File: src/design/lav_pkg.sv
`timescale 1ns / 1ps
// ============================================================================
// lav_pkg: shared types and helpers for the look-at view matrix block
// Fixed-point types, job and matrix records, state encoding and the
// operand tables of the shared multiply-accumulate sequence.
// ============================================================================
package lav_pkg;

    localparam int FRAC_BITS = 16;

    typedef logic signed [31:0] q16_t;
    typedef logic signed [32:0] diff_t;
    typedef logic signed [17:0] unit_t;
    typedef logic signed [19:0] vcomp_t;
    typedef logic signed [63:0] wide_t;
    typedef logic signed [32:0] mop_t;

    typedef struct packed {
        q16_t  [2:0] eye;
        diff_t [2:0] nr;
        q16_t  [2:0] up;
    } job_t;

    typedef struct packed {
        q16_t [2:0] u;
        q16_t [2:0] v;
        q16_t [2:0] n;
        q16_t [2:0] t;
        logic       deg;
    } mat_t;

    typedef struct packed {
        logic [1:0] ia;
        logic [1:0] ib;
        logic [1:0] dst;
        logic       sub;
    } mac_sel_t;

    typedef enum logic [3:0] {
        ST_IDLE,
        ST_ABS,
        ST_SCALE,
        ST_SQ,
        ST_SQRT,
        ST_DIV_INIT,
        ST_DIV,
        ST_CROSS_U,
        ST_CROSS_V,
        ST_ROUND_V,
        ST_DOT,
        ST_ROUND_T,
        ST_DONE
    } back_state_t;

    localparam logic [49:0] NORM_LO     = 50'd1 << 29;
    localparam logic [49:0] NORM_HI     = 50'd1 << 30;
    localparam logic [63:0] SQRT_B_INIT = 64'd1 << 62;
    localparam q16_t        ONE_Q16     = 32'sh0001_0000;
    localparam logic [1:0]  ROW_LAST    = 2'd3;
    localparam logic [1:0]  COMP_LAST   = 2'd2;

    localparam int QUEUE_DEPTH = 2;
    localparam int QPTR_W      = 1;
    localparam int QCNT_W      = 2;

    localparam logic [4:0] MAC_SQ_N    = 5'd3;
    localparam logic [4:0] MAC_CROSS_N = 5'd6;
    localparam logic [4:0] MAC_DOT_N   = 5'd9;
    localparam logic [4:0] SQRT_LAST   = 5'd31;
    localparam logic [4:0] DIV_LAST    = 5'd16;

    // r[d] = a[d+1]*b[d+2] - a[d+2]*b[d+1]
    function automatic mac_sel_t cross_sel(input logic [3:0] k);
        mac_sel_t s;
        s = '0;
        unique case (k)
            4'd0:    s = '{ia: 2'd1, ib: 2'd2, dst: 2'd0, sub: 1'b0};
            4'd1:    s = '{ia: 2'd2, ib: 2'd1, dst: 2'd0, sub: 1'b1};
            4'd2:    s = '{ia: 2'd2, ib: 2'd0, dst: 2'd1, sub: 1'b0};
            4'd3:    s = '{ia: 2'd0, ib: 2'd2, dst: 2'd1, sub: 1'b1};
            4'd4:    s = '{ia: 2'd0, ib: 2'd1, dst: 2'd2, sub: 1'b0};
            4'd5:    s = '{ia: 2'd1, ib: 2'd0, dst: 2'd2, sub: 1'b1};
            default: s = '0;
        endcase
        return s;
    endfunction

    // dot products E.u, E.v, E.n, three terms each
    function automatic mac_sel_t dot_sel(input logic [3:0] k);
        mac_sel_t s;
        s = '0;
        unique case (k)
            4'd0:    s = '{ia: 2'd0, ib: 2'd0, dst: 2'd0, sub: 1'b0};
            4'd1:    s = '{ia: 2'd1, ib: 2'd1, dst: 2'd0, sub: 1'b0};
            4'd2:    s = '{ia: 2'd2, ib: 2'd2, dst: 2'd0, sub: 1'b0};
            4'd3:    s = '{ia: 2'd0, ib: 2'd0, dst: 2'd1, sub: 1'b0};
            4'd4:    s = '{ia: 2'd1, ib: 2'd1, dst: 2'd1, sub: 1'b0};
            4'd5:    s = '{ia: 2'd2, ib: 2'd2, dst: 2'd1, sub: 1'b0};
            4'd6:    s = '{ia: 2'd0, ib: 2'd0, dst: 2'd2, sub: 1'b0};
            4'd7:    s = '{ia: 2'd1, ib: 2'd1, dst: 2'd2, sub: 1'b0};
            4'd8:    s = '{ia: 2'd2, ib: 2'd2, dst: 2'd2, sub: 1'b0};
            default: s = '0;
        endcase
        return s;
    endfunction

    // Q32.32 to Q16.16, half away from zero
    function automatic wide_t round16(input wide_t x);
        logic [63:0] m;
        logic [63:0] r;
        m = x[63] ? 64'(-x) : 64'(x);
        r = (m + 64'd32768) >> FRAC_BITS;
        return x[63] ? -$signed(r) : $signed(r);
    endfunction

    function automatic q16_t sat32(input wide_t x);
        q16_t r;
        if (x > 64'sd2147483647) begin
            r = 32'sh7fff_ffff;
        end else if (x < -64'sd2147483648) begin
            r = 32'sh8000_0000;
        end else begin
            r = x[31:0];
        end
        return r;
    endfunction

endpackage

File: src/design/lav_front.sv
`timescale 1ns / 1ps
// ============================================================================
// lav_front: request intake
// Registers each request, forms the full-precision view direction E - R and
// hands the job to the queue.
// ============================================================================
module lav_front (
    input  logic          clk,
    input  logic          rst_n,
    input  logic          s_tvalid,
    output logic          s_tready,
    input  logic [287:0]  s_tdata,   // eye_x, eye_y, eye_z, target_x..z, up_x..z
    output logic          job_vld,
    input  logic          job_rdy,
    output lav_pkg::job_t job
);

    logic          vld_reg;
    lav_pkg::job_t job_reg;
    lav_pkg::job_t job_next;

    always_comb
    begin
        job_next = '0;
        for (int i = 0; i < 3; i++)
        begin
            job_next.eye[i] = s_tdata[32*i +: 32];
            job_next.up[i]  = s_tdata[192 + 32*i +: 32];
            job_next.nr[i]  = $signed({s_tdata[32*i + 31], s_tdata[32*i +: 32]})
                            - $signed({s_tdata[96 + 32*i + 31], s_tdata[96 + 32*i +: 32]});
        end
    end

    assign s_tready = !vld_reg || job_rdy;
    assign job_vld  = vld_reg;
    assign job      = job_reg;

    always_ff @(posedge clk or negedge rst_n)
    begin
        if (!rst_n)
        begin
            vld_reg <= 1'b0;
        end
        else if (s_tvalid && s_tready)
        begin
            vld_reg <= 1'b1;
        end
        else if (job_rdy)
        begin
            vld_reg <= 1'b0;
        end
    end

    always_ff @(posedge clk)
    begin
        if (s_tvalid && s_tready)
        begin
            job_reg <= job_next;
        end
    end

endmodule

File: config.mk
export PLATFORM = sky130hd
export DESIGN_NAME = lav_front
export DESIGN_NICKNAME = d
export VERILOG_FILES = /design/src/design/lav_pkg.sv /design/src/design/lav_front.sv
export SDC_FILE = /design/constraint.sdc
export NUM_CORES = 1
export LEC_CHECK = 0
export BUFFER_PORTS_ARGS = -buffer_cell sky130_fd_sc_hd__clkbuf_2
export CORE_AREA = 2 2 230 232
export DETAILED_ROUTE_END_ITERATION = 10
export DIE_AREA = 0 0 232 234
export PLACE_DENSITY = 0.5
export SLEW_MARGIN = 20
export SYNTH_ARGS = -nofsm -noshare
export SYNTH_HDL_FRONTEND = slang
export SYNTH_SLANG_ARGS = --single-unit
File: constraint.sdc
create_clock -name clk -period 22.8 [get_ports clk]
set_input_delay 4.56 -clock clk [delete_from_list [all_inputs] [get_ports clk]]
set_output_delay 4.56 -clock clk [all_outputs]
set_load 0.1 [all_outputs]
==> impl_results.md <==
* Crit share post-route at ~43%
* Leakage at just under 9 nW
* Placement Setup Slack at around 13,000 ps
* Worst path bufs/invs at 2
* M3 GR Usage at around 3.7%
* M1 GR Usage at 18.6%
* Final HPWL DP at around 35,000 um
* Drt via density at ~4.5
* Most Frequent Cell on Critical Path: clkbuf_2
* Post-route ant nets at 0
* Final setup viols at 0
* F_max at 102 MHz
* RSZ-0062 raised after global routing: false
* Class of the worst hold path: flip-flop to flip-flop
* Crit path max-delay cell type: clkbuf_2
* Worst EP required at 18,240 ps
* Post-synth EDFFs at approximately 290
* Total Negative Setup Slacks at 0 ps
* R2r startpoint: job_vld$_DFFE_PN0P_
* Startpoint type of the worst setup path: input port
* Synth Area in Compound Gates at 13.1%
* First-pass GRT wire length at 63,500 um
* Maxcap violations at 0
* Placed cell area at ~18,000 um^2
* Synth cell count leaders: edfxtp_1, inv_1, ha_1
* Hold Crit Start: job_vld$_DFFE_PN0P_
* Post-synthesis mux area share at less than 1%
* Multi-input logic area at between 4000 and 5000 um^2
* Xor and xnor fraction of the mapped netlist area at 5.17%
* Largest register FFs at a little under 300
* Clock root buffer: clkbuf_16
* Initial antenna violation count at 2
* Proportion of layout cells with a drive suffix above 1 at about two fifths
* Main synth FF type: edfxtp_1
* Critical Path, Cell by Cell: clkbuf_2, nand2b_1, clkbuf_2
* Post_cts resized at 0
* Post-synth top area share at between 60 and 70%
* # clock sinks at 292
* Sequential share of the synthesized area at around 62%
* # hold bufs at CTS at 0
* Slew @ Worst Pin at ~1000 ps
* Initial detailed-routing violation count at approximately 520
* Clock skew at around 10 ps
* Post-synth cell types at between 70 and 80
* Largest net degree at the start of global routing at 77
* Total Wirelength at 43,400 um
* Ys Warns at 0
* Post-synth top area cell: edfxtp_1
* Port Buffers at 584
* Cts bufs inserted at 37
* Hold Path End: job_vld$_DFFE_PN0P_
* R2r endpoint: job[24]$_DFFE_PP_
* Cells after DPL at roughly 2,400
* Synthesized instance count at approximately 1,100
* Vias at roughly 11,000
* Crit. End Element: output pin
* Peak supply drop at 0.0607 mV
* Worst Setup Path Type: input port to output pin
* Tot Pwr at 1.78 mW
* Fin crit period at ~10000 ps
* Die height at between 200 and 250 um
* Final Hold Viols at 0
* Std-Cell Rows at 84
* CTS Buffer Depth at 3
* Cell Pwr Density at 92.6 nW/um^2
* Final count of pins violating max slew at 0
* Post-Synth Simple-Gate Area at between 7 and 8%
* CTS tree: built
* Gpl congestion at 0.853
* Worst Slack Setup Final at 12,980 ps
* Post-synth ARST share at less than 1%
* First-pass DRT Iterations at 4
* Largest family of logic cells by synthesized area: compound AO/OA/AOI/OAI gates
* Storage cell area at 8760 um^2
* Cell area after layout at approximately 19,000 um^2
* Top post-synthesis cells by area: edfxtp_1, ha_1, a21oi_1
* Final layout net count at about 2,100
* Top-level port count at approximately 600
* Hold Path Stages at 2
* Avg WL per Cell at between 15 and 20 um
* Layout area overhead at 34.8%
* Critical path's top delay family: buffers and inverters
* FILL cells at around 5,200
* Core area at approximately 52,000 um^2
* CP Max Fanout at 3
* Post-Synth Adder-Cell Area at between 8 and 9%
* Post-CTS Setup Bufs at 0
* Grt peak-use layer: met2
* H-tree levels at 2
* Largest stage delay on the critical path at 480 ps
* Max-slew headroom at 34.5%
* Die footprint at around 54,000 um^2
* Syn avg cell area at approximately 13 um^2
* DRC at 0
* Ant diodes at 0
* CP arrival at between 5000 and 6000 ps
* Top-count cell post-synth: edfxtp_1
* Status: completed
* Clock latency on the worst-skew pair at between 500 and 600 ps
* Number of synthesized register bits at approximately 290
* Syn_nets at approximately 1,500
* Reg clk slew, reported paths at 60 ps
* Grt ovf at 0
* Gr usage total at between 10% and 20%
* Worst R2R Setup Slack at 19,790 ps
* Non-Filler Instances at around 2,400
* Mapped cell area at about 14,000 um^2
* Number of global-route vias before repair at about 11,000
* Reg2reg path depth at 4
* Initial core utilization at 27.4%
* Met2 GRT Util at between 20% and 30%
* Die span in x at between 200 and 250 um
[layout make-up]
type | count | area share, %
flip-flops and latches | 292 | 45.6
clock buffers | 47 | 5.24
multi-input cells | 676 | 25.7
repair buffers | 588 | 15.4
well taps | 688 | 4.48
inverters | 123 | 2.40
clock inverters | 21 | 1.16
[where the power goes]
group	leakage [nW]	total [mW]	switching (mW)	internal, mW
registers	2.78	0.658	0.0113	0.647
logic	5.27	0.524	0.416	0.109
clock network	0.604	0.595	0.235	0.360
total	8.66	1.78	0.662	1.12
[metal layers]
layer	part of all wire [%]	wire length, um
met5	0.069	30
met4	1.8	763
met3	6.2	2710
met2	51	22100
met1	41	17900
[kinds of logic (layout without fill, tap and decap cells)]
group | after synthesis | in the layout
adder cells (fa/ha/maj) | 99 | 99
AO/OA/AOI/OAI | 281 | 281
buffers and inverters | 142 | 779
flip-flops | 292 | 292
multiplexers | 1 | 1
XOR/XNOR | 84 | 84
AND/OR/NAND/NOR | 211 | 211
[worst reg2reg max path, stage by stage, from the launching register on]
cell	delay [ps]
dfrtp_1	400
nand2b_1	140
and2_4	470
buf_4	830
buf_4	750
[layout by cell type, fill, tap and decap left out, types with 4 or more instances in the layout]
master       n
a211o_1      5
a211oi_1     5
a21o_1      34
a21oi_1     94
a31oi_1     11
a41oi_1      6
and3_1       9
buf_4        4
bufinv_16    4
clkbuf_1     8
clkbuf_16   39
clkbuf_2   584
clkinv_2     8
edfxtp_1   291
ha_1        96
inv_1      123
nand2_1     69
nand2b_1     8
nand3_1     12
nand4_1     15
nor2_1      44
nor2b_1     15
nor3_1      11
o211ai_1     7
o21a_1      10
o21ai_0     44
o21ai_1      5
o21bai_1    12
o22ai_1      4
or2_2        5
xnor2_1     49
xor2_1      35
[per-stage QoR]
stage	hold WS (ps)	utilization [%]
finish	610	36.9
global route	667	36.9
CTS	593	36.9
detailed placement	581	34.5
global placement	568	34.5
floorplan	1780	-
[worst max path at each step]
stage               startpoint  slack, ps          endpoint  cells past startpoint
floorplan              job_rdy      10060  job[0]$_DFFE_PP_                      2
global placement       job_rdy      12990          s_tready                      3
detailed placement     job_rdy      13000          s_tready                      3
CTS                    job_rdy      13000          s_tready                      3
global route           job_rdy      12940          s_tready                      3
finish                 job_rdy      12980          s_tready                      3
(Power assumes the default switching activity.)
