### src/design/lav_pkg.sv
`timescale 1ns / 1ps
// ============================================================================
// lav_pkg: shared types and helpers for the look-at view matrix block
// Fixed-point types, job and matrix records, state encoding and the
// operand tables of the shared multiply-accumulate sequence.
// ============================================================================
package lav_pkg;

    localparam int FRAC_BITS = 16;

    typedef logic signed [31:0] q16_t;
    typedef logic signed [32:0] diff_t;
    typedef logic signed [17:0] unit_t;
    typedef logic signed [19:0] vcomp_t;
    typedef logic signed [63:0] wide_t;
    typedef logic signed [32:0] mop_t;

    typedef struct packed {
        q16_t  [2:0] eye;
        diff_t [2:0] nr;
        q16_t  [2:0] up;
    } job_t;

    typedef struct packed {
        q16_t [2:0] u;
        q16_t [2:0] v;
        q16_t [2:0] n;
        q16_t [2:0] t;
        logic       deg;
    } mat_t;

    typedef struct packed {
        logic [1:0] ia;
        logic [1:0] ib;
        logic [1:0] dst;
        logic       sub;
    } mac_sel_t;

    typedef enum logic [3:0] {
        ST_IDLE,
        ST_ABS,
        ST_SCALE,
        ST_SQ,
        ST_SQRT,
        ST_DIV_INIT,
        ST_DIV,
        ST_CROSS_U,
        ST_CROSS_V,
        ST_ROUND_V,
        ST_DOT,
        ST_ROUND_T,
        ST_DONE
    } back_state_t;

    localparam logic [49:0] NORM_LO     = 50'd1 << 29;
    localparam logic [49:0] NORM_HI     = 50'd1 << 30;
    localparam logic [63:0] SQRT_B_INIT = 64'd1 << 62;
    localparam q16_t        ONE_Q16     = 32'sh0001_0000;
    localparam logic [1:0]  ROW_LAST    = 2'd3;
    localparam logic [1:0]  COMP_LAST   = 2'd2;

    localparam int QUEUE_DEPTH = 2;
    localparam int QPTR_W      = 1;
    localparam int QCNT_W      = 2;

    localparam logic [4:0] MAC_SQ_N    = 5'd3;
    localparam logic [4:0] MAC_CROSS_N = 5'd6;
    localparam logic [4:0] MAC_DOT_N   = 5'd9;
    localparam logic [4:0] SQRT_LAST   = 5'd31;
    localparam logic [4:0] DIV_LAST    = 5'd16;

    // r[d] = a[d+1]*b[d+2] - a[d+2]*b[d+1]
    function automatic mac_sel_t cross_sel(input logic [3:0] k);
        mac_sel_t s;
        s = '0;
        unique case (k)
            4'd0:    s = '{ia: 2'd1, ib: 2'd2, dst: 2'd0, sub: 1'b0};
            4'd1:    s = '{ia: 2'd2, ib: 2'd1, dst: 2'd0, sub: 1'b1};
            4'd2:    s = '{ia: 2'd2, ib: 2'd0, dst: 2'd1, sub: 1'b0};
            4'd3:    s = '{ia: 2'd0, ib: 2'd2, dst: 2'd1, sub: 1'b1};
            4'd4:    s = '{ia: 2'd0, ib: 2'd1, dst: 2'd2, sub: 1'b0};
            4'd5:    s = '{ia: 2'd1, ib: 2'd0, dst: 2'd2, sub: 1'b1};
            default: s = '0;
        endcase
        return s;
    endfunction

    // dot products E.u, E.v, E.n, three terms each
    function automatic mac_sel_t dot_sel(input logic [3:0] k);
        mac_sel_t s;
        s = '0;
        unique case (k)
            4'd0:    s = '{ia: 2'd0, ib: 2'd0, dst: 2'd0, sub: 1'b0};
            4'd1:    s = '{ia: 2'd1, ib: 2'd1, dst: 2'd0, sub: 1'b0};
            4'd2:    s = '{ia: 2'd2, ib: 2'd2, dst: 2'd0, sub: 1'b0};
            4'd3:    s = '{ia: 2'd0, ib: 2'd0, dst: 2'd1, sub: 1'b0};
            4'd4:    s = '{ia: 2'd1, ib: 2'd1, dst: 2'd1, sub: 1'b0};
            4'd5:    s = '{ia: 2'd2, ib: 2'd2, dst: 2'd1, sub: 1'b0};
            4'd6:    s = '{ia: 2'd0, ib: 2'd0, dst: 2'd2, sub: 1'b0};
            4'd7:    s = '{ia: 2'd1, ib: 2'd1, dst: 2'd2, sub: 1'b0};
            4'd8:    s = '{ia: 2'd2, ib: 2'd2, dst: 2'd2, sub: 1'b0};
            default: s = '0;
        endcase
        return s;
    endfunction

    // Q32.32 to Q16.16, half away from zero
    function automatic wide_t round16(input wide_t x);
        logic [63:0] m;
        logic [63:0] r;
        m = x[63] ? 64'(-x) : 64'(x);
        r = (m + 64'd32768) >> FRAC_BITS;
        return x[63] ? -$signed(r) : $signed(r);
    endfunction

    function automatic q16_t sat32(input wide_t x);
        q16_t r;
        if (x > 64'sd2147483647) begin
            r = 32'sh7fff_ffff;
        end else if (x < -64'sd2147483648) begin
            r = 32'sh8000_0000;
        end else begin
            r = x[31:0];
        end
        return r;
    endfunction

endpackage

### src/design/lav_queue.sv
`timescale 1ns / 1ps
// ============================================================================
// lav_queue: job queue
// Two-entry queue between intake and the arithmetic sequencer.
// ============================================================================
module lav_queue (
    input  logic          clk,
    input  logic          rst_n,
    input  logic          push,
    output logic          push_rdy,
    input  lav_pkg::job_t wr_job,
    output logic          rd_vld,
    input  logic          pop,
    output lav_pkg::job_t rd_job
);

    lav_pkg::job_t                mem_reg [lav_pkg::QUEUE_DEPTH];
    logic [lav_pkg::QPTR_W-1:0]   wr_ptr_reg;
    logic [lav_pkg::QPTR_W-1:0]   rd_ptr_reg;
    logic [lav_pkg::QCNT_W-1:0]   cnt_reg;
    logic                         do_push;
    logic                         do_pop;

    assign push_rdy = cnt_reg != lav_pkg::QCNT_W'(lav_pkg::QUEUE_DEPTH);
    assign rd_vld   = cnt_reg != '0;
    assign rd_job   = mem_reg[rd_ptr_reg];
    assign do_push  = push && push_rdy;
    assign do_pop   = pop && rd_vld;

    always_ff @(posedge clk or negedge rst_n)
    begin
        if (!rst_n)
        begin
            wr_ptr_reg <= '0;
            rd_ptr_reg <= '0;
            cnt_reg    <= '0;
        end
        else
        begin
            if (do_push)
            begin
                wr_ptr_reg <= wr_ptr_reg + 1'b1;
            end
            if (do_pop)
            begin
                rd_ptr_reg <= rd_ptr_reg + 1'b1;
            end
            if (do_push && !do_pop)
            begin
                cnt_reg <= cnt_reg + 1'b1;
            end
            else if (do_pop && !do_push)
            begin
                cnt_reg <= cnt_reg - 1'b1;
            end
        end
    end

    always_ff @(posedge clk)
    begin
        if (do_push)
        begin
            mem_reg[wr_ptr_reg] <= wr_job;
        end
    end

`ifndef SYNTHESIS
    a_cnt_bound: assert property (@(posedge clk) disable iff (!rst_n)
        cnt_reg <= lav_pkg::QCNT_W'(lav_pkg::QUEUE_DEPTH))
        else $error("queue fill beyond depth");
`endif

endmodule

### config.mk
export PLATFORM = sky130hd
export DESIGN_NAME = lav_queue
export DESIGN_NICKNAME = d
export VERILOG_FILES = /design/src/design/lav_pkg.sv /design/src/design/lav_queue.sv
export SDC_FILE = /design/constraint.sdc
export NUM_CORES = 1
export LEC_CHECK = 0
export ABC_AREA = 0
export ABC_CLOCK_PERIOD_IN_PS = 14900
export BUFFER_PORTS_ARGS = -buffer_cell sky130_fd_sc_hd__buf_2
export CAP_MARGIN = 5
export CELL_PAD_IN_SITES_DETAIL_PLACEMENT = 1
export CELL_PAD_IN_SITES_GLOBAL_PLACEMENT = 1
export CORE_MARGIN = 3
export CORE_UTILIZATION = 44
export DETAILED_ROUTE_END_ITERATION = 8
export PLACE_DENSITY = 0.89
export SETUP_SLACK_MARGIN = 0.4
export SLEW_MARGIN = 15
export SYNTH_ARGS = -nofsm -noshare
export SYNTH_HDL_FRONTEND = slang
export SYNTH_SLANG_ARGS = --single-unit
### constraint.sdc
create_clock -name clk -period 14.9 [get_ports clk]
set_input_delay 2.98 -clock clk [delete_from_list [all_inputs] [get_ports clk]]
set_output_delay 2.98 -clock clk [all_outputs]
set_load 0.01 [all_outputs]
==> results.json, run 1 <==
{
  "status": "finished clean",
  "max_cap_violations": 0,
  "met2_usage_pct": 39.8,
  "setup_tns_ns": 0,
  "core_area_mm2": 0.0471,
  "final_common_cell": "buf_2",
  "maxSlewHeadroom_pct": 27.4,
  "skew_ns": 0.0141,
  "dr.pass1.iters": 5,
  "fin_crit_ns": 7.08,
  "start_util_pct": 45.2,
  "wl_mm": 58.8,
  "met1_usage_pct": 24.3,
  "clk_pin_slew_worst_paths_ns": 0.06,
  "ys_seq_area_share_pct": 82.5,
  "critPathMaxStageDelay_ns": 0.97,
  "p_per_area_mw_per_mm2": 203,
  "syn_inst": 923,
  "drive_gt1_share_pct": 61.3,
  "antenna_found_initial": 23,
  "grt_pass1_wl_mm": 82.2,
  "cts_setup_buffers": 0,
  "areaGrowthSynthToFinish_pct": 25.3,
  "die-area_mm2": 0.0511,
  "p_leak_nw": 9.93,
  "post_cts_resized": 0,
  "cp_slowest_cell": "dfrtp_4",
  "hold_class": "reg -> reg",
  "arrival_ns": 4.10,
  "htreeDepth": 2,
  "max_freq_ghz": 0.141,
  "hpwlAfterDp_mm": 40.2,
  "clkLatencyLatePin_ns": 0.59,
  "end_kind": "output pin",
  "netlist_area_mm2": 0.0213,
  "io_buffers": 587,
  "critical-path-top-delay-family": "buffers and inverters",
  "ant_nets": 0,
  "cpMostUsedCell": "buf_4",
  "synth.area.top_cells": "edfxtp_1 82%, mux2_2 15%, buf_6 1.6%",
  "finish.utilization_pct": 56.6,
  "grtUsageTotal_pct": 22.1,
  "synth_top_cell_area_share_pct": 82.0,
  "ir_drop_mv": 0.150,
  "largest_register_ffs": 582,
  "worst-path-max-fanout": 81,
  "nNetsFinal": 1842,
  "dieHeight_um": 226,
  "avgViaCountPerCell": 5.15,
  "start_kind": "flip-flop",
  "rows": 79,
  "final_cell_mix": "587 x buf_2, 582 x edfxtp_1, 291 x mux2_2, 61 x clkbuf_16, 15 x clkinv_2",
  "syn_nets": 1219,
  "grt_pass1_vias": 12500,
  "numCtsBuffers": 58,
  "cts_sinks": 586,
  "cts_hold_buf": 0,
  "cp.required_ns": 11.92,
  "grt-ovfl-total": 0,
  "ioPinCount": 588,
  "critPathKind": "reg -> out",
  "grt_max_degree": 162,
  "use_met3_pct": 7.32,
  "die_x_um": 226,
  "drtIter0Drc": 743,
  "rsz0062_at_grt": "no",
  "top_usage_layer": "met2",
  "synth-seq-cells": 586,
  "pre_cts_ws_ns": 8.47,
  "vias": 11400,
  "finalCritPeriodShare_pct": 47.5,
  "hold_viol": 0,
  "path_buf_inv": 3,
  "wire_per_inst_um": 26.5,
  "fillers": 4346,
  "tightest_slew_ns": 1.09,
  "root_buffer": "clkbuf_16",
  "drc_errors": 0,
  "ff2ff_setup_slack_ns": 11.89,
  "cts_tree": "done",
  "setup_slack_ns": 7.82,
  "yosys_warnings": 0,
  "cts_buffer_depth": 3,
  "syn_avg_cell_area_um2": 23.1,
  "yosysTopAreaCell": "edfxtp_1",
  "crit_chain": "buf_4 > buf_4 > mux2_2 > buf_2",
  "setup_viol": 0,
  "place_congestion": 0.877,
  "slew_violations": 0,
  "yosysUniqueCellTypes": 14
}
==> synth_stat cells <==
library cell	instances
and3_1	1
xnor2_1	3
xor2_1	2
edfxtp_1	582
nand2b_1	1
or2_2	1
mux2_2	291
buf_6	31
buf_2	1
inv_1	1
dfrtp_1	4
ha_1	1
nand2_1	2
nor2_1	2
==> power breakdown <==
group	switching [W]	internal [W]	total [W]
clock	0.000614	0.000849	0.00146
sequential	0.000143	0.00226	0.00241
combinational	0.000898	0.000661	0.00156
==> metrics by stage <==
| step | hold WS [ns] | total power, W | cells | cell area [um^2] |
|---|---|---|---|---|
| final | 0.516 | 0.00543 | 2217 | 26700 |
| after global routing | 0.537 | 0.00565 | 2217 | 26700 |
| after CTS | 0.519 | 0.00547 | 2202 | 26600 |
| after detailed placement | 0.515 | 0.00398 | 2093 | 24700 |
| after global placement | 0.474 | 0.00389 | 2093 | 24700 |
| after floorplan | 0.456 | 0.00347 | 923 | 21300 |
==> worst reg2reg max path, stage by stage, from the launching register on <==
cell      delay (ns)
dfrtp_1         0.42
nand2b_1        0.20
nand2_1         0.16
nor2_4          0.15
buf_4           0.70
buf_4           0.93
==> layer usage <==
metal	vias up	part of all wire, %
li1	4956	-
met1	5711	34
met2	604	53
met3	127	9.7
met4	16	3.2
met5	-	0.17
==> final cells by class <==
type                       instances  area, um^2  area share (%)
antenna                           15        37.5           0.141
tap                              607         759            2.85
clock inverter                    37         335            1.26
timing repair buffer             595        3020            11.3
sequential                       586       17600            65.9
inverter                           1        3.75          0.0141
multi-input combinational        304        3380            12.7
clock buffer                      72        1570            5.87
==> path summary, 6_finish.rpt <==
path / startpoint / depth (start not counted) / endpoint
worst max-delay path: rd_ptr_reg$_DFFE_PN0P_ / 4 / rd_job[11]
worst min-delay path: cnt_reg[1]$_DFFE_PN0P_ / 1 / cnt_reg[1]$_DFFE_PN0P_
worst max register to register: cnt_reg[0]$_DFFE_PN0P_ / 5 / mem_reg[0][191]$_DFFE_PP_
worst min register to register: cnt_reg[1]$_DFFE_PN0P_ / 1 / cnt_reg[1]$_DFFE_PN0P_
max in group asynchronous: rst_n / 1 / rd_ptr_reg$_DFFE_PN0P_
min in group asynchronous: rst_n / 1 / cnt_reg[0]$_DFFE_PN0P_
==> cells by family after synthesis <==
kind of cell,count (synthesis),share of synthesized area (%)
fa+ha+maj,1,0.0587
mux,291,15.4
xor+xnor,5,0.206
flops,586,82.5
buf+inv,33,1.68
simple gates,7,0.159
No activity file was read; power rests on OpenSTA's default activity.
==> inputs of run 2 (changes only) <==
Settings changed: ABC_CLOCK_PERIOD_IN_PS 14900 to 5700, CORE_UTILIZATION 44 to 40, PLACE_DENSITY 0.89 to 0.86.
Clock period 14.9 ns to 5.7 ns, I/O delays scaled along.
==> run 2 against run 1 <==
Final cell count is 3.5% higher; largest cell class unchanged; worst hold slack worse by 0.18 ns; non-clock buffer count is 3 higher; clock power grew to 2.5 times the previous value; highest routed layer unchanged.
==> results.json, run 2 (synthesis gave the netlist of run 1 again) <==
{
  "nNetsFinal": 1847,
  "drtIter0Drc": 566,
  "setup_viol": 0,
  "critPathKind": "reg -> out",
  "start_kind": "flip-flop",
  "cts_tree": "done",
  "pre_cts_ws_ns": 2.30,
  "core_area_mm2": 0.0520,
  "areaGrowthSynthToFinish_pct": 25.9,
  "clk_pin_slew_worst_paths_ns": 0.06,
  "dr.pass1.iters": 4,
  "p_per_area_mw_per_mm2": 524,
  "setup_tns_ns": 0,
  "vias": 11300,
  "maxSlewHeadroom_pct": 32.3,
  "place_congestion": 0.829,
  "clkLatencyLatePin_ns": 0.60,
  "end_kind": "output pin",
  "setup_slack_ns": 1.68,
  "place_inst": 2169,
  "cts_hold_buf": 0,
  "avgViaCountPerCell": 4.93,
  "rows": 83,
  "grt_max_degree": 132,
  "drive_gt1_share_pct": 61.3,
  "die-area_mm2": 0.0561,
  "cts_sinks": 586,
  "root_buffer": "clkbuf_16",
  "hold_class": "in -> async",
  "htreeDepth": 2,
  "drc_errors": 0,
  "tightest_slew_ns": 1.02,
  "p_leak_nw": 9.94,
  "arrival_ns": 2.88,
  "cts_buffer_depth": 3,
  "worst-path-max-fanout": 85,
  "slew_violations": 0,
  "max_cap_violations": 0,
  "grtUsageTotal_pct": 19.3,
  "wire_per_inst_um": 24.5,
  "antenna_found_initial": 20,
  "final_common_cell": "buf_2",
  "ir_drop_mv": 0.307,
  "post_cts_resized": 0,
  "cp.required_ns": 4.56,
  "ioPinCount": 588,
  "grt_pass1_vias": 12800,
  "wl_mm": 56.3,
  "finalCritPeriodShare_pct": 70.5,
  "placed_area_mm2": 0.0249,
  "grt_pass1_wl_mm": 81.3,
  "largest_register_ffs": 582,
  "max_freq_ghz": 0.249,
  "numCtsBuffers": 60,
  "hpwlAfterDp_mm": 39.6,
  "final_cell_mix": "587 x buf_2, 582 x edfxtp_1, 291 x mux2_2, 61 x clkbuf_16, 15 x clkinv_2",
  "grt-ovfl-total": 0,
  "start_util_pct": 40.9,
  "ant_nets": 0,
  "dieHeight_um": 237,
  "fin_crit_ns": 4.02,
  "finish.utilization_pct": 51.6,
  "hold_viol": 0,
  "fin_cells": 2294,
  "cts_setup_buffers": 0,
  "skew_ns": 0.0229,
  "die_x_um": 237,
  "rsz0062_at_grt": "no",
  "io_buffers": 587,
  "fin_area_mm2": 0.0268,
  "status": "finished clean"
}
-- run 2: through the flow --
| step | hold WS (ns) | total power (W) |
|---|---|---|
| detailed placement | 0.494 | 0.0105 |
| global route | 0.300 | 0.0147 |
| global placement | 0.475 | 0.0102 |
| floorplan | 0.456 | 0.00892 |
| CTS | 0.280 | 0.0142 |
| finish | 0.337 | 0.0141 |
-- run 2: routing by layer --
metal,routed length [um],up-vias,GRT usage (%)
li1,-,4981,-
met2,30600,491,35.7
met1,19500,5692,20.5
met4,2290,4,8.74
met3,3870,140,5.21
met5,34,-,0
-- run 2: area by class of cell --
cell class	count	area (um^2)
Fill cell	4919	25200
Sequential cell	586	17600
Inverter	1	3.75
Antenna cell	16	40.0
Clock inverter	36	285
Multi-Input combinational cell	304	3400
Timing Repair Buffer	598	3100
Clock buffer	73	1570
Tap cell	680	851
-- run 2: final timing paths --
check,from,endpoint,slack [ns],depth (start not counted)
max,rd_ptr_reg$_DFFE_PN0P_,rd_job[14],1.68,3
min,rst_n,wr_ptr_reg$_DFFE_PN0P_,0.34,1
max reg2reg,cnt_reg[0]$_DFFE_PN0P_,mem_reg[1][138]$_DFFE_PP_,3.03,3
min reg2reg,cnt_reg[1]$_DFFE_PN0P_,cnt_reg[1]$_DFFE_PN0P_,0.51,1
max in group asynchronous,rst_n,rd_ptr_reg$_DFFE_PN0P_,5.22,1
min in group clk,cnt_reg[1]$_DFFE_PN0P_,cnt_reg[1]$_DFFE_PN0P_,0.51,1
-- run 2: where the power goes --
| part | switching, W | leakage, nW | total [W] | internal [W] |
|---|---|---|---|---|
| Clock | 0.00159 | 0.912 | 0.00372 | 0.00213 |
| Sequential | 0.000356 | 5.45 | 0.00625 | 0.00590 |
| Combinational | 0.00232 | 3.58 | 0.00408 | 0.00176 |
| Total | 0.00427 | 9.94 | 0.0141 | 0.00979 |
-- run 2: worst max-delay path: stages, from the launching register on --
cell     delay (ns)
dfrtp_4        1.08
buf_12         0.43
mux2_2         0.42
buf_2          0.15
==> inputs of run 3 (changes only) <==
Settings changed: ABC_CLOCK_PERIOD_IN_PS 5700 to 4100, CORE_UTILIZATION 40 to 44, PLACE_DENSITY 0.86 to 0.89.
Clock period 5.7 ns to 4.1 ns, I/O delays scaled along.
==> run 3 against run 2 <==
Worst hold slack better by 0.061 ns; non-clock buffer count up 8; final area up 0.29%; sequential power up 39%; combinational power up 44%; largest cell class unchanged.
==> results.json, run 3 (synthesis gave the netlist of run 1 again) <==
{
  "avgViaCountPerCell": 5.13,
  "critPathKind": "reg -> out",
  "antenna_found_initial": 32,
  "nNetsFinal": 1854,
  "p_leak_nw": 10.0,
  "hpwlAfterDp_mm": 39.9,
  "end_kind": "output pin",
  "skew_ns": 0.0294,
  "cts_hold_buf": 1,
  "cts_tree": "done",
  "whs_ns": 0.398,
  "arrival_ns": 2.62,
  "ioPinCount": 588,
  "cts_buffer_depth": 3,
  "rsz0062_at_grt": "no",
  "grt-ovfl-total": 0,
  "p_per_area_mw_per_mm2": 742,
  "status": "finished clean",
  "ff2ff_setup_slack_ns": 1.82,
  "max_cap_violations": 0,
  "rr_worst_depth": 3,
  "cts_setup_buffers": 0,
  "cp.required_ns": 3.28,
  "dr.pass1.iters": 4,
  "wl_mm": 58.4,
  "p_total_w": 0.0200,
  "numCtsBuffers": 59,
  "clk_pin_slew_worst_paths_ns": 0.06,
  "r2r_start": "cnt_reg[0]$_DFFE_PN0P_",
  "hp-start": "wr_job[65]",
  "fin_cells": 2230,
  "finish.utilization_pct": 57.1,
  "rows": 79,
  "worst-path-max-fanout": 75,
  "whs_endpoint": "mem_reg[0][65]$_DFFE_PP_",
  "setup_viol": 0,
  "fin_crit_ns": 3.44,
  "ant_nets": 0,
  "grtUsageTotal_pct": 21.9,
  "slew_violations": 0,
  "holdPathStages": 1,
  "post_cts_resized": 0,
  "final_cell_mix": "587 x buf_2, 582 x edfxtp_1, 291 x mux2_2, 59 x clkbuf_16, 17 x clkinv_2",
  "start_util_pct": 45.2,
  "grt_pass1_vias": 12900,
  "areaGrowthSynthToFinish_pct": 26.3,
  "die-area_mm2": 0.0511,
  "maxSlewHeadroom_pct": 42.9,
  "clkLatencyLatePin_ns": 0.61,
  "place_congestion": 0.824,
  "finalCritPeriodShare_pct": 83.8,
  "htreeDepth": 2,
  "root_buffer": "clkbuf_16",
  "grt_pass1_wl_mm": 82.4,
  "vias": 11400,
  "final_common_cell": "buf_2",
  "drive_gt1_share_pct": 62.0,
  "hold_viol": 0,
  "die_x_um": 226,
  "max_freq_ghz": 0.291,
  "grt_max_degree": 140,
  "io_buffers": 587,
  "hold_class": "in -> reg",
  "start_kind": "flip-flop",
  "place_inst": 2103,
  "largest_register_ffs": 582,
  "wire_per_inst_um": 26.2,
  "cts_sinks": 586,
  "drtIter0Drc": 716,
  "tightest_slew_ns": 0.857,
  "core_area_mm2": 0.0471,
  "ir_drop_mv": 0.568,
  "rr_endpoint": "mem_reg[1][47]$_DFFE_PP_",
  "drc_errors": 0,
  "dieHeight_um": 226
}
-- run 3: cell types whose count changed in the layout (fill, tap and decap cells not counted), sizes merged --
cell	previous run	this run
inv	3	7
clkinvlp	3	4
bufinv	4	8
dlygate4sd3	0	1
diode	16	17
clkinv	27	28
buf	598	605
clkbuf	73	63
-- run 3: worst max path at each step --
stage                           startpoint                 endpoint  slack (ns)  depth (start not counted)
floorplan                             push  mem_reg[0][0]$_DFFE_PP_       -1.49                          2
global placement    rd_ptr_reg$_DFFE_PN0P_                rd_job[6]        1.31                          3
detailed placement  rd_ptr_reg$_DFFE_PN0P_                rd_job[7]        1.28                          3
CTS                 rd_ptr_reg$_DFFE_PN0P_              rd_job[285]        0.63                          3
global route        rd_ptr_reg$_DFFE_PN0P_                rd_job[7]        0.57                          3
finish              rd_ptr_reg$_DFFE_PN0P_                rd_job[7]        0.66                          3
-- run 3: worst max-delay path: stages (launching register included) --
cell and delay, ns:
dfrtp_4 0.90, buf_12 0.39, mux2_2 0.43, buf_2 0.15
-- run 3: power by group --
group          leakage [nW]  internal [W]  switching, W
clock                 0.961       0.00314       0.00228
combinational          3.62       0.00249       0.00338
sequential             5.45       0.00819      0.000465
-- run 3: area by class of cell --
class | instances | area (um^2)
Multi-Input combinational cell | 304 | 3400
Fill cell | 4276 | 20200
Clock inverter | 46 | 457
Clock buffer | 63 | 1490
Timing Repair Buffer | 606 | 3170
Tap cell | 607 | 759
Sequential cell | 586 | 17600
Inverter | 1 | 3.75
Antenna cell | 17 | 42.5
-- run 3: through the flow --
step	setup TNS [ns]	instance area, um^2	setup WS (ns)
after floorplan	-636.64	21300	-1.49
after global placement	0	24900	1.31
after detailed placement	0	24900	1.28
after CTS	0	26900	0.634
after global routing	0	26900	0.573
final	0	26900	0.665
-- run 3: layer usage --
metal	GRT usage, %	up-vias	wire length, um
met5	0	-	195
met3	9.45	144	6230
li1	-	4998	-
met2	40.3	550	31400
met4	9.04	28	1890
met1	21.5	5712	18700
