### src/design/lav_pkg.sv
`timescale 1ns / 1ps
// ============================================================================
// lav_pkg: shared types and helpers for the look-at view matrix block
// Fixed-point types, job and matrix records, state encoding and the
// operand tables of the shared multiply-accumulate sequence.
// ============================================================================
package lav_pkg;

    localparam int FRAC_BITS = 16;

    typedef logic signed [31:0] q16_t;
    typedef logic signed [32:0] diff_t;
    typedef logic signed [17:0] unit_t;
    typedef logic signed [19:0] vcomp_t;
    typedef logic signed [63:0] wide_t;
    typedef logic signed [32:0] mop_t;

    typedef struct packed {
        q16_t  [2:0] eye;
        diff_t [2:0] nr;
        q16_t  [2:0] up;
    } job_t;

    typedef struct packed {
        q16_t [2:0] u;
        q16_t [2:0] v;
        q16_t [2:0] n;
        q16_t [2:0] t;
        logic       deg;
    } mat_t;

    typedef struct packed {
        logic [1:0] ia;
        logic [1:0] ib;
        logic [1:0] dst;
        logic       sub;
    } mac_sel_t;

    typedef enum logic [3:0] {
        ST_IDLE,
        ST_ABS,
        ST_SCALE,
        ST_SQ,
        ST_SQRT,
        ST_DIV_INIT,
        ST_DIV,
        ST_CROSS_U,
        ST_CROSS_V,
        ST_ROUND_V,
        ST_DOT,
        ST_ROUND_T,
        ST_DONE
    } back_state_t;

    localparam logic [49:0] NORM_LO     = 50'd1 << 29;
    localparam logic [49:0] NORM_HI     = 50'd1 << 30;
    localparam logic [63:0] SQRT_B_INIT = 64'd1 << 62;
    localparam q16_t        ONE_Q16     = 32'sh0001_0000;
    localparam logic [1:0]  ROW_LAST    = 2'd3;
    localparam logic [1:0]  COMP_LAST   = 2'd2;

    localparam int QUEUE_DEPTH = 2;
    localparam int QPTR_W      = 1;
    localparam int QCNT_W      = 2;

    localparam logic [4:0] MAC_SQ_N    = 5'd3;
    localparam logic [4:0] MAC_CROSS_N = 5'd6;
    localparam logic [4:0] MAC_DOT_N   = 5'd9;
    localparam logic [4:0] SQRT_LAST   = 5'd31;
    localparam logic [4:0] DIV_LAST    = 5'd16;

    // r[d] = a[d+1]*b[d+2] - a[d+2]*b[d+1]
    function automatic mac_sel_t cross_sel(input logic [3:0] k);
        mac_sel_t s;
        s = '0;
        unique case (k)
            4'd0:    s = '{ia: 2'd1, ib: 2'd2, dst: 2'd0, sub: 1'b0};
            4'd1:    s = '{ia: 2'd2, ib: 2'd1, dst: 2'd0, sub: 1'b1};
            4'd2:    s = '{ia: 2'd2, ib: 2'd0, dst: 2'd1, sub: 1'b0};
            4'd3:    s = '{ia: 2'd0, ib: 2'd2, dst: 2'd1, sub: 1'b1};
            4'd4:    s = '{ia: 2'd0, ib: 2'd1, dst: 2'd2, sub: 1'b0};
            4'd5:    s = '{ia: 2'd1, ib: 2'd0, dst: 2'd2, sub: 1'b1};
            default: s = '0;
        endcase
        return s;
    endfunction

    // dot products E.u, E.v, E.n, three terms each
    function automatic mac_sel_t dot_sel(input logic [3:0] k);
        mac_sel_t s;
        s = '0;
        unique case (k)
            4'd0:    s = '{ia: 2'd0, ib: 2'd0, dst: 2'd0, sub: 1'b0};
            4'd1:    s = '{ia: 2'd1, ib: 2'd1, dst: 2'd0, sub: 1'b0};
            4'd2:    s = '{ia: 2'd2, ib: 2'd2, dst: 2'd0, sub: 1'b0};
            4'd3:    s = '{ia: 2'd0, ib: 2'd0, dst: 2'd1, sub: 1'b0};
            4'd4:    s = '{ia: 2'd1, ib: 2'd1, dst: 2'd1, sub: 1'b0};
            4'd5:    s = '{ia: 2'd2, ib: 2'd2, dst: 2'd1, sub: 1'b0};
            4'd6:    s = '{ia: 2'd0, ib: 2'd0, dst: 2'd2, sub: 1'b0};
            4'd7:    s = '{ia: 2'd1, ib: 2'd1, dst: 2'd2, sub: 1'b0};
            4'd8:    s = '{ia: 2'd2, ib: 2'd2, dst: 2'd2, sub: 1'b0};
            default: s = '0;
        endcase
        return s;
    endfunction

    // Q32.32 to Q16.16, half away from zero
    function automatic wide_t round16(input wide_t x);
        logic [63:0] m;
        logic [63:0] r;
        m = x[63] ? 64'(-x) : 64'(x);
        r = (m + 64'd32768) >> FRAC_BITS;
        return x[63] ? -$signed(r) : $signed(r);
    endfunction

    function automatic q16_t sat32(input wide_t x);
        q16_t r;
        if (x > 64'sd2147483647) begin
            r = 32'sh7fff_ffff;
        end else if (x < -64'sd2147483648) begin
            r = 32'sh8000_0000;
        end else begin
            r = x[31:0];
        end
        return r;
    endfunction

endpackage

### src/design/lav_emit.sv
`timescale 1ns / 1ps
// ============================================================================
// lav_emit: row output stage
// Holds one finished matrix and sends it out as four row results.
// ============================================================================
module lav_emit (
    input  logic          clk,
    input  logic          rst_n,
    input  logic          mat_vld,
    output logic          mat_rdy,
    input  lav_pkg::mat_t mat,
    output logic          m_tvalid,
    input  logic          m_tready,
    output logic [127:0]  m_tdata,   // entry_0, entry_1, entry_2, entry_3
    output logic [2:0]    m_tuser,   // row_index[1:0], degenerate
    output logic          m_tlast
);

    logic          busy_reg;
    logic [1:0]    row_reg;
    lav_pkg::mat_t mat_reg;
    logic          take;
    lav_pkg::q16_t one_val;

    assign take     = busy_reg && m_tready;
    assign mat_rdy  = !busy_reg || (m_tready && row_reg == lav_pkg::ROW_LAST);
    assign m_tvalid = busy_reg;
    assign m_tlast  = row_reg == lav_pkg::ROW_LAST;
    assign m_tuser  = {mat_reg.deg, row_reg};
    assign one_val  = mat_reg.deg ? '0 : lav_pkg::ONE_Q16;

    always_comb
    begin
        unique case (row_reg)
            2'd0:    m_tdata = {mat_reg.t[0], mat_reg.u[2], mat_reg.u[1], mat_reg.u[0]};
            2'd1:    m_tdata = {mat_reg.t[1], mat_reg.v[2], mat_reg.v[1], mat_reg.v[0]};
            2'd2:    m_tdata = {mat_reg.t[2], mat_reg.n[2], mat_reg.n[1], mat_reg.n[0]};
            default: m_tdata = {one_val, 96'd0};
        endcase
    end

    always_ff @(posedge clk or negedge rst_n)
    begin
        if (!rst_n)
        begin
            busy_reg <= 1'b0;
            row_reg  <= '0;
        end
        else if (mat_vld && mat_rdy)
        begin
            busy_reg <= 1'b1;
            row_reg  <= '0;
        end
        else if (take)
        begin
            if (row_reg == lav_pkg::ROW_LAST)
            begin
                busy_reg <= 1'b0;
            end
            else
            begin
                row_reg <= row_reg + 2'd1;
            end
        end
    end

    always_ff @(posedge clk)
    begin
        if (mat_vld && mat_rdy)
        begin
            mat_reg <= mat;
        end
    end

`ifndef SYNTHESIS
    a_row_step: assert property (@(posedge clk) disable iff (!rst_n)
        take && row_reg != lav_pkg::ROW_LAST |=> busy_reg && row_reg == $past(row_reg) + 2'd1)
        else $error("row sequence broken");
`endif

endmodule
### config.mk
export PLATFORM = sky130hd
export DESIGN_NAME = lav_emit
export DESIGN_NICKNAME = d
export VERILOG_FILES = /design/src/design/lav_pkg.sv /design/src/design/lav_emit.sv
export SDC_FILE = /design/constraint.sdc
export NUM_CORES = 1
export LEC_CHECK = 0
export ABC_AREA = 1
export BUFFER_PORTS_ARGS = -buffer_cell sky130_fd_sc_hd__buf_2
export CORE_AREA = 2 2 201 203
export CTS_BUF_LIST = sky130_fd_sc_hd__clkbuf_4 sky130_fd_sc_hd__clkbuf_8
export DETAILED_ROUTE_END_ITERATION = 8
export DIE_AREA = 0 0 203 205
export PLACE_DENSITY = 0.71
export SLEW_MARGIN = 20
export SYNTH_ARGS = -nofsm -noshare
export SYNTH_HDL_FRONTEND = slang
export SYNTH_SLANG_ARGS = --single-unit
### constraint.sdc
create_clock -name clk -period 19.1 [get_ports clk]
set_input_delay 1.91 -clock clk [delete_from_list [all_inputs] [get_ports clk]]
set_output_delay 1.91 -clock clk [all_outputs]
set_load 0.005 [all_outputs]
==> results of run 1 <==
routing by layer:
metal  up-vias  global-route usage [%]
li1       5171                       -
met1      5177                    21.2
met2       502                    31.1
met3       106                    6.20
met4        10                    8.97
met5         -                       0
power by group through the flow:
stage | Clock [W] | Combinational, W | Sequential, W
6_report | 0.000653 | 0.000882 | 0.00105
4_1_cts | 0.000669 | 0.000901 | 0.00105
2_1_floorplan | 0 | 0.000563 | 0.00109
3_5_place_dp | 0 | 0.000896 | 0.00106
5_1_grt | 0.000707 | 0.000994 | 0.00105
3_3_place_gp | 0 | 0.000886 | 0.00106
worst paths after layout:
| path | endpoint | cells after the start | startpoint |
|---|---|---|---|
| min | row_reg[1]$_DFFE_PN0P_ | 2 | row_reg[1]$_DFFE_PN0P_ |
| min reg2reg | row_reg[1]$_DFFE_PN0P_ | 2 | row_reg[1]$_DFFE_PN0P_ |
| max reg2reg | mat_reg[344]$_DFFE_PP_ | 8 | row_reg[0]$_DFFE_PN0P_ |
| max | m_tdata[11] | 8 | row_reg[0]$_DFFE_PN0P_ |
| min in group asynchronous | m_tvalid$_DFFE_PN0P_ | 1 | rst_n |
| max in group asynchronous | row_reg[0]$_DFFE_PN0P_ | 1 | rst_n |
metrics by stage:
| step | hold slack [ps] | cell area (um2) | util, % |
|---|---|---|---|
| after floorplan | 527 | 15300 | - |
| after global placement | 574 | 18200 | 46.3 |
| after detailed placement | 593 | 18200 | 46.3 |
| after CTS | 613 | 19300 | 49.1 |
| after global routing | 637 | 19400 | 49.2 |
| final | 611 | 19400 | 49.2 |
cells in the mapped netlist:
master	instances
nor2_1	2
or2_2	1
buf_2	12
nand2_2	10
nand2_1	515
nand3_1	128
edfxtp_1	385
dfrtp_1	3
buf_4	19
inv_1	133
buf_6	26
ha_1	4
cell type report:
cell class | count | area share (%)
Timing Repair Buffer | 531 | 13.8
Tap cell | 525 | 3.39
Clock inverter | 31 | 0.879
Multi-Input combinational cell | 660 | 14.2
Clock buffer | 75 | 4.88
Inverter | 133 | 2.59
Sequential cell | 388 | 60.1
Antenna cell | 8 | 0.103
cells by family after synthesis:
logic type | after synthesis | share of synthesized area, %
adders and majority gates | 4 | 0.326
buffers and inverters | 190 | 6.49
DFF | 388 | 75.9
and+or+nand+nor | 656 | 17.3
layout by cell type (no fill, tap or decap), types with 3 or more instances in the layout:
master	Yosys	routed
nand2_2	10	10
ha_4	0	3
clkinvlp_4	0	3
diode_2	0	8
clkbuf_4	0	14
clkinv_1	0	17
clkinv_2	0	9
dfrtp_1	3	3
inv_1	133	132
nand2_1	515	515
edfxtp_1	385	385
buf_2	12	522
buf_4	19	9
clkbuf_8	0	61
nand3_1	128	128
critical path, cell delays in order (launching register included):
cell and delay (ps):
dfrtp_1 450, inv_1 210, ha_4 670, buf_4 750
nand2_1 150, nand3_1 120, nand2_1 60, inv_1 90
buf_2 170
==> results by group, run 1 <==
Detailed routing
  – Final wirelength: 39.9 mm
  – Vias: 11000
  – Met3 wire len: 3.55 mm
  – Routed met2 length: 19.6 mm
  – Top Layer Used: met5
  – DR iter-0 viols: 748
  – Wl on met1: 15.1 mm
  – Via density: 4.66
  – Routed WL per cell: 17.0 um
  – DRC errors left: 0
  – Post-route ant nets: 0
  – Pre-antenna DRT Iters: 5

Power
  – Switching share of power: 34.9%
  – Worst VDD drop: 0.166 mV
  – Internal power: 0.00168 W
  – Flop pwr share: 40.5%
  – Tot Pwr: 0.00258 W
  – Leak: 8.73 nW
  – Switch Pwr: 0.000902 W
  – Pwr dens: 133 nW/um2
  – Clock network fraction of total power: 25.3%
  – Combinational share of power: 34.2%

Floorplanning
  – Die span in x: 203 um
  – Starting Density: 38.9%
  – Cell Rows: 73
  – # IOs: 523
  – Core area: 39400 um2
  – Die ar.: 41600 um2
  – Die Y: 205 um

STA
  – Final min period: 5340 ps
  – Unrepaired setup endpoints after global routing: false
  – Period utilisation layout: 28.0%
  – Setup_tns: 0 ps
  – Slew Limit Fails: 0
  – Final setup margin: 13760 ps
  – Slew @ Worst Pin: 1040 ps
  – Fmax: 187 MHz
  – Clk_skew: 20.4 ps
  – Hold Violations, Final: 0
  – Final setup viols: 0
  – Slew headroom: 30.5%

Clock network
  – Clock sink count: 388
  – Clock Latency Late Sink: 640 ps
  – Setup bufs post-CTS: 0
  – Clock Path Buffers: 3
  – H-tree levels: 2
  – CTS clk-pin slew, worst paths: 60 ps
  – Clock root cell: clkbuf_8
  – CTS Buf Count: 61
  – Cts-stage hold buffer count: 0
  – CTS tree: built
  – Cts repair resizes: 0

Global route
  – Total GRT Usage: 18.4%
  – Largest net degree at the start of global routing: 89
  – GR Overflow Total: 0
  – Number of global-route vias before repair: 11200
  – First-pass GRT wire length: 58.7 mm
  – Initial antenna violation count: 12

Setup path
  – CP Launch Type: flop
  – Crit Path Max Fanout: 68
  – R2r setup slk: 14570 ps
  – Critical path data required time: 17190 ps
  – Critical path data arrival time: 3430 ps
  – Crit path kind: flop to output pin
  – Worst setup EP type: output pin

Placement
  – Placed Instances: 2237
  – Final Wtd Congestion: 0.851
  – PortBufs: 522
  – Dpl hpwl: 26.7 mm
  – Setup WS pre-CTS: 13650 ps

Yosys
  – Synthesized Nets: 1631
  – Share of the synthesized area in the top cell type: 75.4%
  – Cell variety after synth: 12
  – Post-Synthesis Cells: 1238
  – Yosys top cell by area: edfxtp_1
  – Synth area leaders: edfxtp_1 (75%), nand2_1 (13%), nand3_1 (4.2%)
  – Syn Area/Cell: 12.4 um2
  – Mapped Area: 15300 um2
  – Synthesized flop and latch total: 388
  – Post-synthesis sequential area ratio: 75.9%
  – Synth warn: 0

Layout
  – FF+latch area: 11600 um2
  – Fill count: 3579
  – Layout cells sized above 1: 35.0%
  – Final #Nets: 2168
  – Post-route insts no fill: 2351
  – Area of the multi-input gates: 2750 um2
  – Area Overhead vs Synth: 26.2%
  – Max reg flops: 384

Job
  – Max cap viols: 0

Hold path
  – Hold Crit Class: flop to flop

Status
  – Outcome: completed
No activity file was read; power rests on OpenSTA's default activity.
==> run 2: changes to the inputs <==
--- a/config.mk
+++ b/config.mk
@@ -11,7 +11,7 @@
 export CTS_BUF_LIST = sky130_fd_sc_hd__clkbuf_4 sky130_fd_sc_hd__clkbuf_8
 export DETAILED_ROUTE_END_ITERATION = 8
 export DIE_AREA = 0 0 203 205
-export PLACE_DENSITY = 0.71
+export PLACE_DENSITY = 0.68
 export SLEW_MARGIN = 20
 export SYNTH_ARGS = -nofsm -noshare
 export SYNTH_HDL_FRONTEND = slang
==> constraint.sdc (replaced) <==
create_clock -name clk -period 5.6 [get_ports clk]
set_input_delay 0.56 -clock clk [delete_from_list [all_inputs] [get_ports clk]]
set_output_delay 0.56 -clock clk [all_outputs]
set_load 0.005 [all_outputs]
==> results by group, run 2 (synthesis gave the netlist of run 1 again) <==
Layout
  – Final #Nets: 2181 (was 2168)
  – Area Overhead vs Synth: 28.4% (was 26.2%)
  – Max reg flops: 384 (unchanged)
  – Commonest cells after routing, fill and taps aside: buf_2 (522), nand2_1 (513), edfxtp_1 (385) (was buf_2 (522), nand2_1 (515), edfxtp_1 (385))
  – Layout cells sized above 1: 36.2% (was 35.0%)
  – Most common cell after layout, fill and taps aside: buf_2 (unchanged)

STA
  – Hold Violations, Final: 0 (unchanged)
  – Slew @ Worst Pin: 936 ps (was 1040 ps)
  – Slew headroom: 37.6% (was 30.5%)
  – Setup_tns: 0 ps (unchanged)
  – Unrepaired setup endpoints after global routing: false (unchanged)
  – Slew Limit Fails: 0 (unchanged)
  – Final min period: 3650 ps
  – Hold_ws: 114 ps (was 611 ps)
  – Final setup margin: 1950 ps (was 13760 ps)
  – Fmax: 274 MHz
  – Clk_skew: 32.4 ps (was 20.4 ps)
  – Period utilisation layout: 65.1%
  – Final setup viols: 0 (unchanged)

Detailed routing
  – DRC errors left: 0 (unchanged)
  – Post-route ant nets: 0 (unchanged)
  – Via density: 4.63 (was 4.66)
  – Routed WL per cell: 17.0 um (about the same)
  – DR iter-0 viols: 657 (was 748)
  – Vias: 11000 (about the same)
  – Final wirelength: 40.2 mm (was 39.9 mm)
  – Pre-antenna DRT Iters: 4 (was 5)

Floorplanning
  – Cell Rows: 73 (unchanged)
  – Die span in x: 203 um (unchanged)
  – Starting Density: 38.9% (unchanged)
  – # IOs: 523 (unchanged)
  – Die Y: 205 um (unchanged)
  – Die ar.: 41600 um2 (unchanged)
  – Core area: 39400 um2 (unchanged)

Setup path
  – Critical path data required time: 5040 ps (was 17190 ps)
  – CP Launch Type: flop (unchanged)
  – Worst setup EP type: output pin (unchanged)
  – Worst-path cell chain: inv_1 > ha_4 > buf_4 > nand2_1 > nand3_1 > nand2_1 > inv_1 > buf_2 (unchanged)
  – Critical path data arrival time: 3090 ps (was 3430 ps)
  – Crit path kind: flop to output pin (unchanged)
  – Delay-heaviest family, CP: buffers and inverters (unchanged)
  – Buffers & Inverters on Critical Path: 4 (unchanged)
  – Critical-path top delay cell: ha_4 (was buf_4)
  – Crit-path max cell delay: 690 ps (was 750 ps)
  – Crit Path Max Fanout: 56 (was 68)

Global route
  – GR Overflow Total: 0 (unchanged)
  – Initial antenna violation count: 10 (was 12)
  – First-pass GRT wire length: 59.0 mm (was 58.7 mm)
  – Total GRT Usage: 18.7% (was 18.4%)
  – Number of global-route vias before repair: 11100 (was 11200)
  – Largest net degree at the start of global routing: 137 (was 89)

Clock network
  – CTS Buf Count: 69 (was 61)
  – Clock Latency Late Sink: 610 ps (was 640 ps)
  – Clock sink count: 388 (unchanged)
  – CTS clk-pin slew, worst paths: 60 ps (about the same)
  – CTS tree: built (unchanged)
  – H-tree levels: 3 (was 2)
  – Clock Path Buffers: 3 (unchanged)
  – Cts repair resizes: 0 (unchanged)
  – Clock root cell: clkbuf_8 (unchanged)

Power
  – Leak: 8.89 nW (was 8.73 nW)
  – Tot Pwr: 0.00917 W (was 0.00258 W)
  – Worst VDD drop: 0.290 mV (was 0.166 mV)
  – Pwr dens: 466 nW/um2 (was 133 nW/um2)

Placement
  – Dpl hpwl: 26.9 mm (was 26.7 mm)
  – PortBufs: 522 (unchanged)
  – Setup WS pre-CTS: 2520 ps (was 13650 ps)
  – Final Wtd Congestion: 0.847 (was 0.851)

Job
  – Max cap viols: 0 (unchanged)

Hold path
  – Hold Crit Class: primary input to flop (was flop to flop)

Status
  – Outcome: completed (unchanged)
==> run 2: where the power goes <==
group | internal [W] | leakage, nW | switching (W) | total, W
logic | 0.00111 | 4.66 | 0.00191 | 0.00302
registers | 0.00349 | 3.52 | 0.0000690 | 0.00356
clock network | 0.00147 | 0.709 | 0.00113 | 0.00259
==> run 2: cell type report <==
cell class	instances	area, um2
Fill cell	3542	19700
Sequential cell	388	11600
Timing Repair Buffer	536	2770
Multi-Input combinational cell	660	2750
Clock buffer	101	1200
Tap cell	525	657
Inverter	133	502
Clock inverter	21	155
Antenna cell	6	15.0
==> run 2: path summary, 6_finish.rpt <==
check / start / endpoint / slack (ps) / depth (start not counted)
setup / recovery: row_reg[1]$_DFFE_PN0P_ / m_tdata[50] / 1950 / 8
hold / removal: mat[77] / mat_reg[77]$_DFFE_PP_ / 110 / 1
setup reg to reg: row_reg[1]$_DFFE_PN0P_ / mat_reg[212]$_DFFE_PP_ / 2630 / 6
hold reg to reg: row_reg[0]$_DFFE_PN0P_ / row_reg[0]$_DFFE_PN0P_ / 620 / 2
max in group asynchronous: rst_n / row_reg[0]$_DFFE_PN0P_ / 5200 / 2
min in group asynchronous: rst_n / row_reg[1]$_DFFE_PN0P_ / 260 / 2
==> run 2: repair_timing <==
action	4_1_cts	5_1_grt
hold buffers	1	0
hold endpoints to repair	3	0
setup buffers	0	0
==> run 2: per-layer routing <==
metal	track usage, %	part of all wire, %
met2	32.2	50
met4	8.19	3.1
met3	6.01	8.3
met1	21.3	39
met5	0	0.17
==> run 2: metrics by stage <==
step,area (um2),utilization [%],cells
5_1_grt,19700,50.0,2369
6_report,19700,50.0,2370
4_1_cts,19700,50.0,2364
3_3_place_gp,18300,46.5,2241
2_1_floorplan,15300,-,1238
3_5_place_dp,18300,46.5,2241
==> run 3: changes to the inputs <==
--- a/config.mk
+++ b/config.mk
@@ -11,7 +11,7 @@
 export CTS_BUF_LIST = sky130_fd_sc_hd__clkbuf_4 sky130_fd_sc_hd__clkbuf_8
 export DETAILED_ROUTE_END_ITERATION = 8
 export DIE_AREA = 0 0 203 205
-export PLACE_DENSITY = 0.68
+export PLACE_DENSITY = 0.71
 export SLEW_MARGIN = 20
 export SYNTH_ARGS = -nofsm -noshare
 export SYNTH_HDL_FRONTEND = slang
==> constraint.sdc (replaced) <==
create_clock -name clk -period 3 [get_ports clk]
set_input_delay 0.3 -clock clk [delete_from_list [all_inputs] [get_ports clk]]
set_output_delay 0.3 -clock clk [all_outputs]
set_load 0.005 [all_outputs]
==> results by group, run 3 (synthesis gave the netlist of run 1 again) <==
Hold path
  – Hold Crit Class: primary input to flop (unchanged)
  – Hold path cells: 5 (was 1)
  – Hold path startpoint: m_tready (was mat[77])

Layout
  – Final #Nets: 2585 (was 2181)
  – Max reg flops: 384 (unchanged)
  – Post-route cell area: 23800 um2 (was 19700 um2)
  – Commonest cells after routing, fill and taps aside: buf_2 (522), nand2_1 (513), dlygate4sd3_1 (388) (was buf_2 (522), nand2_1 (513), edfxtp_1 (385))
  – Fill count: 2827 (was 3542)
  – Core Util, Final: 60.4% (was 50.0%)
  – Layout cells sized above 1: 30.2% (was 36.2%)
  – Most common cell after layout, fill and taps aside: buf_2 (unchanged)
  – Area Overhead vs Synth: 55.2% (was 28.4%)

Setup path
  – Crit Path Max Fanout: 67 (was 56)
  – Worst R2R Start: row_reg[0]$_DFFE_PN0P_ (was row_reg[1]$_DFFE_PN0P_)
  – Worst setup EP type: output pin (unchanged)
  – Critical Path Source: row_reg[0]$_DFFE_PN0P_ (was row_reg[1]$_DFFE_PN0P_)
  – Critical path data arrival time: 2570 ps (was 3090 ps)
  – Crit path kind: flop to output pin (unchanged)
  – Critical path data required time: 2700 ps (was 5040 ps)
  – CP Launch Type: flop (unchanged)
  – R2R depth: 7 (was 6)

STA
  – Slew headroom: 46.5% (was 37.6%)
  – Final setup viols: 0 (unchanged)
  – Fmax: 348 MHz
  – Setup_tns: 0 ps (unchanged)
  – Unrepaired setup endpoints after global routing: false (unchanged)
  – Final setup margin: 129 ps (was 1950 ps)
  – Period utilisation layout: 95.7%
  – Slew Limit Fails: 0 (unchanged)
  – Final min period: 2870 ps
  – Hold Violations, Final: 0 (unchanged)
  – Clk_skew: 15.5 ps (was 32.4 ps)
  – Slew @ Worst Pin: 803 ps (was 936 ps)

Floorplanning
  – Die ar.: 41600 um2 (unchanged)
  – Core area: 39400 um2 (unchanged)
  – Die span in x: 203 um (unchanged)
  – Starting Density: 38.9% (unchanged)
  – Die Y: 205 um (unchanged)
  – Cell Rows: 73 (unchanged)
  – # IOs: 523 (unchanged)

Placement
  – PortBufs: 522 (unchanged)
  – Setup WS pre-CTS: 684 ps (was 2520 ps)
  – DP Area: 18500 um2 (was 18300 um2)
  – Final Wtd Congestion: 0.850 (was 0.847)
  – Dpl hpwl: 28.8 mm (was 26.9 mm)

Power
  – Switching share of power: 35.5% (was 33.9%)
  – Worst VDD drop: 0.773 mV (was 0.290 mV)
  – Flop pwr share: 36.5% (was 38.8%)
  – Tot Pwr: 0.0182 W (was 0.00917 W)
  – Combinational share of power: 37.4% (was 32.9%)
  – Pwr dens: 766 nW/um2 (was 466 nW/um2)
  – Clock network fraction of total power: 26.1% (was 28.2%)
  – Internal power: 0.0118 W (was 0.00607 W)
  – Leak: 10.6 nW (was 8.89 nW)
  – Switch Pwr: 0.00648 W (was 0.00311 W)

Detailed routing
  – DRC errors left: 0 (unchanged)
  – Via density: 4.85 (was 4.63)
  – DR iter-0 viols: 1144 (was 657)
  – Vias: 13400 (was 11000)
  – Routed WL per cell: 19.0 um (was 17.0 um)
  – Pre-antenna DRT Iters: 6 (was 4)
  – Final wirelength: 52.6 mm (was 40.2 mm)
  – Post-route ant nets: 0 (unchanged)

Status
  – Outcome: completed (unchanged)

Global route
  – Initial antenna violation count: 6 (was 10)
  – Number of global-route vias before repair: 14300 (was 11100)
  – Total GRT Usage: 24.3% (was 18.7%)
  – GR Overflow Total: 0 (unchanged)
  – Largest net degree at the start of global routing: 74 (was 137)
  – First-pass GRT wire length: 77.2 mm (was 59.0 mm)

Clock network
  – CTS clk-pin slew, worst paths: 60 ps (about the same)
  – Clock Path Buffers: 3 (unchanged)
  – Clock sink count: 388 (unchanged)
  – CTS Buf Count: 66 (was 69)
  – H-tree levels: 3 (unchanged)
  – CTS tree: built (unchanged)
  – Clock root cell: clkbuf_8 (unchanged)
  – Clock Latency Late Sink: 590 ps (was 610 ps)

Job
  – Max cap viols: 0 (unchanged)
run 3: final timing paths:
kind	end	slack (ps)
worst max-delay path	m_tdata[67]	130
worst min-delay path	row_reg[0]$_DFFE_PN0P_	200
worst max register to register	mat_reg[165]$_DFFE_PP_	730
worst min register to register	row_reg[0]$_DFFE_PN0P_	670
max in group asynchronous	row_reg[1]$_DFFE_PN0P_	2260
min in group asynchronous	row_reg[0]$_DFFE_PN0P_	590
run 3: final cells by class:
type | instances | area, um2 | area share [%]
Clock inverter | 26 | 171 | 0.720
Antenna cell | 8 | 20.0 | 0.0841
Timing Repair Buffer | 943 | 6940 | 29.2
Inverter | 133 | 502 | 2.11
Multi-Input combinational cell | 660 | 2750 | 11.6
Tap cell | 525 | 657 | 2.76
Sequential cell | 388 | 11600 | 48.9
Clock buffer | 90 | 1120 | 4.71
run 3: what timing repair did:
action                     CTS  global route
resized for setup            0             0
hold buffers               388             0
buffers inserted             1             2
hold endpoints to repair   389             0
setup endpoints to repair    1             9
run 3: through the flow:
step                std cells  hold WS, ps
floorplan                1238         4.41
global placement         2258          100
detailed placement       2258          100
CTS                      2763          102
global route             2770          156
finish                   2773          200
run 3: power groups by stage:
stage                     logic [W]  clock network, W  registers [W]
after floorplan             0.00359                 0        0.00682
after global routing        0.00743           0.00506        0.00669
after CTS                   0.00645           0.00481        0.00665
after global placement      0.00591                 0        0.00674
after detailed placement    0.00596                 0        0.00675
final                       0.00682           0.00475        0.00666
run 3: worst max-delay path: stages (launching register included):
cell and delay (ps):
dfrtp_1 470, inv_1 240, ha_4 250, buf_12 300
nand2_1 120, nand3_1 120, nand2_1 90, inv_1 140
buf_2 130
run 3: metal layers:
layer | global-route usage (%) | part of all wire, % | up-vias
met5 | 0 | 0.025 | -
met4 | 11.5 | 4.0 | 2
met3 | 6.00 | 8.6 | 182
met2 | 43.6 | 52 | 895
met1 | 27.2 | 36 | 6339
li1 | - | - | 6018
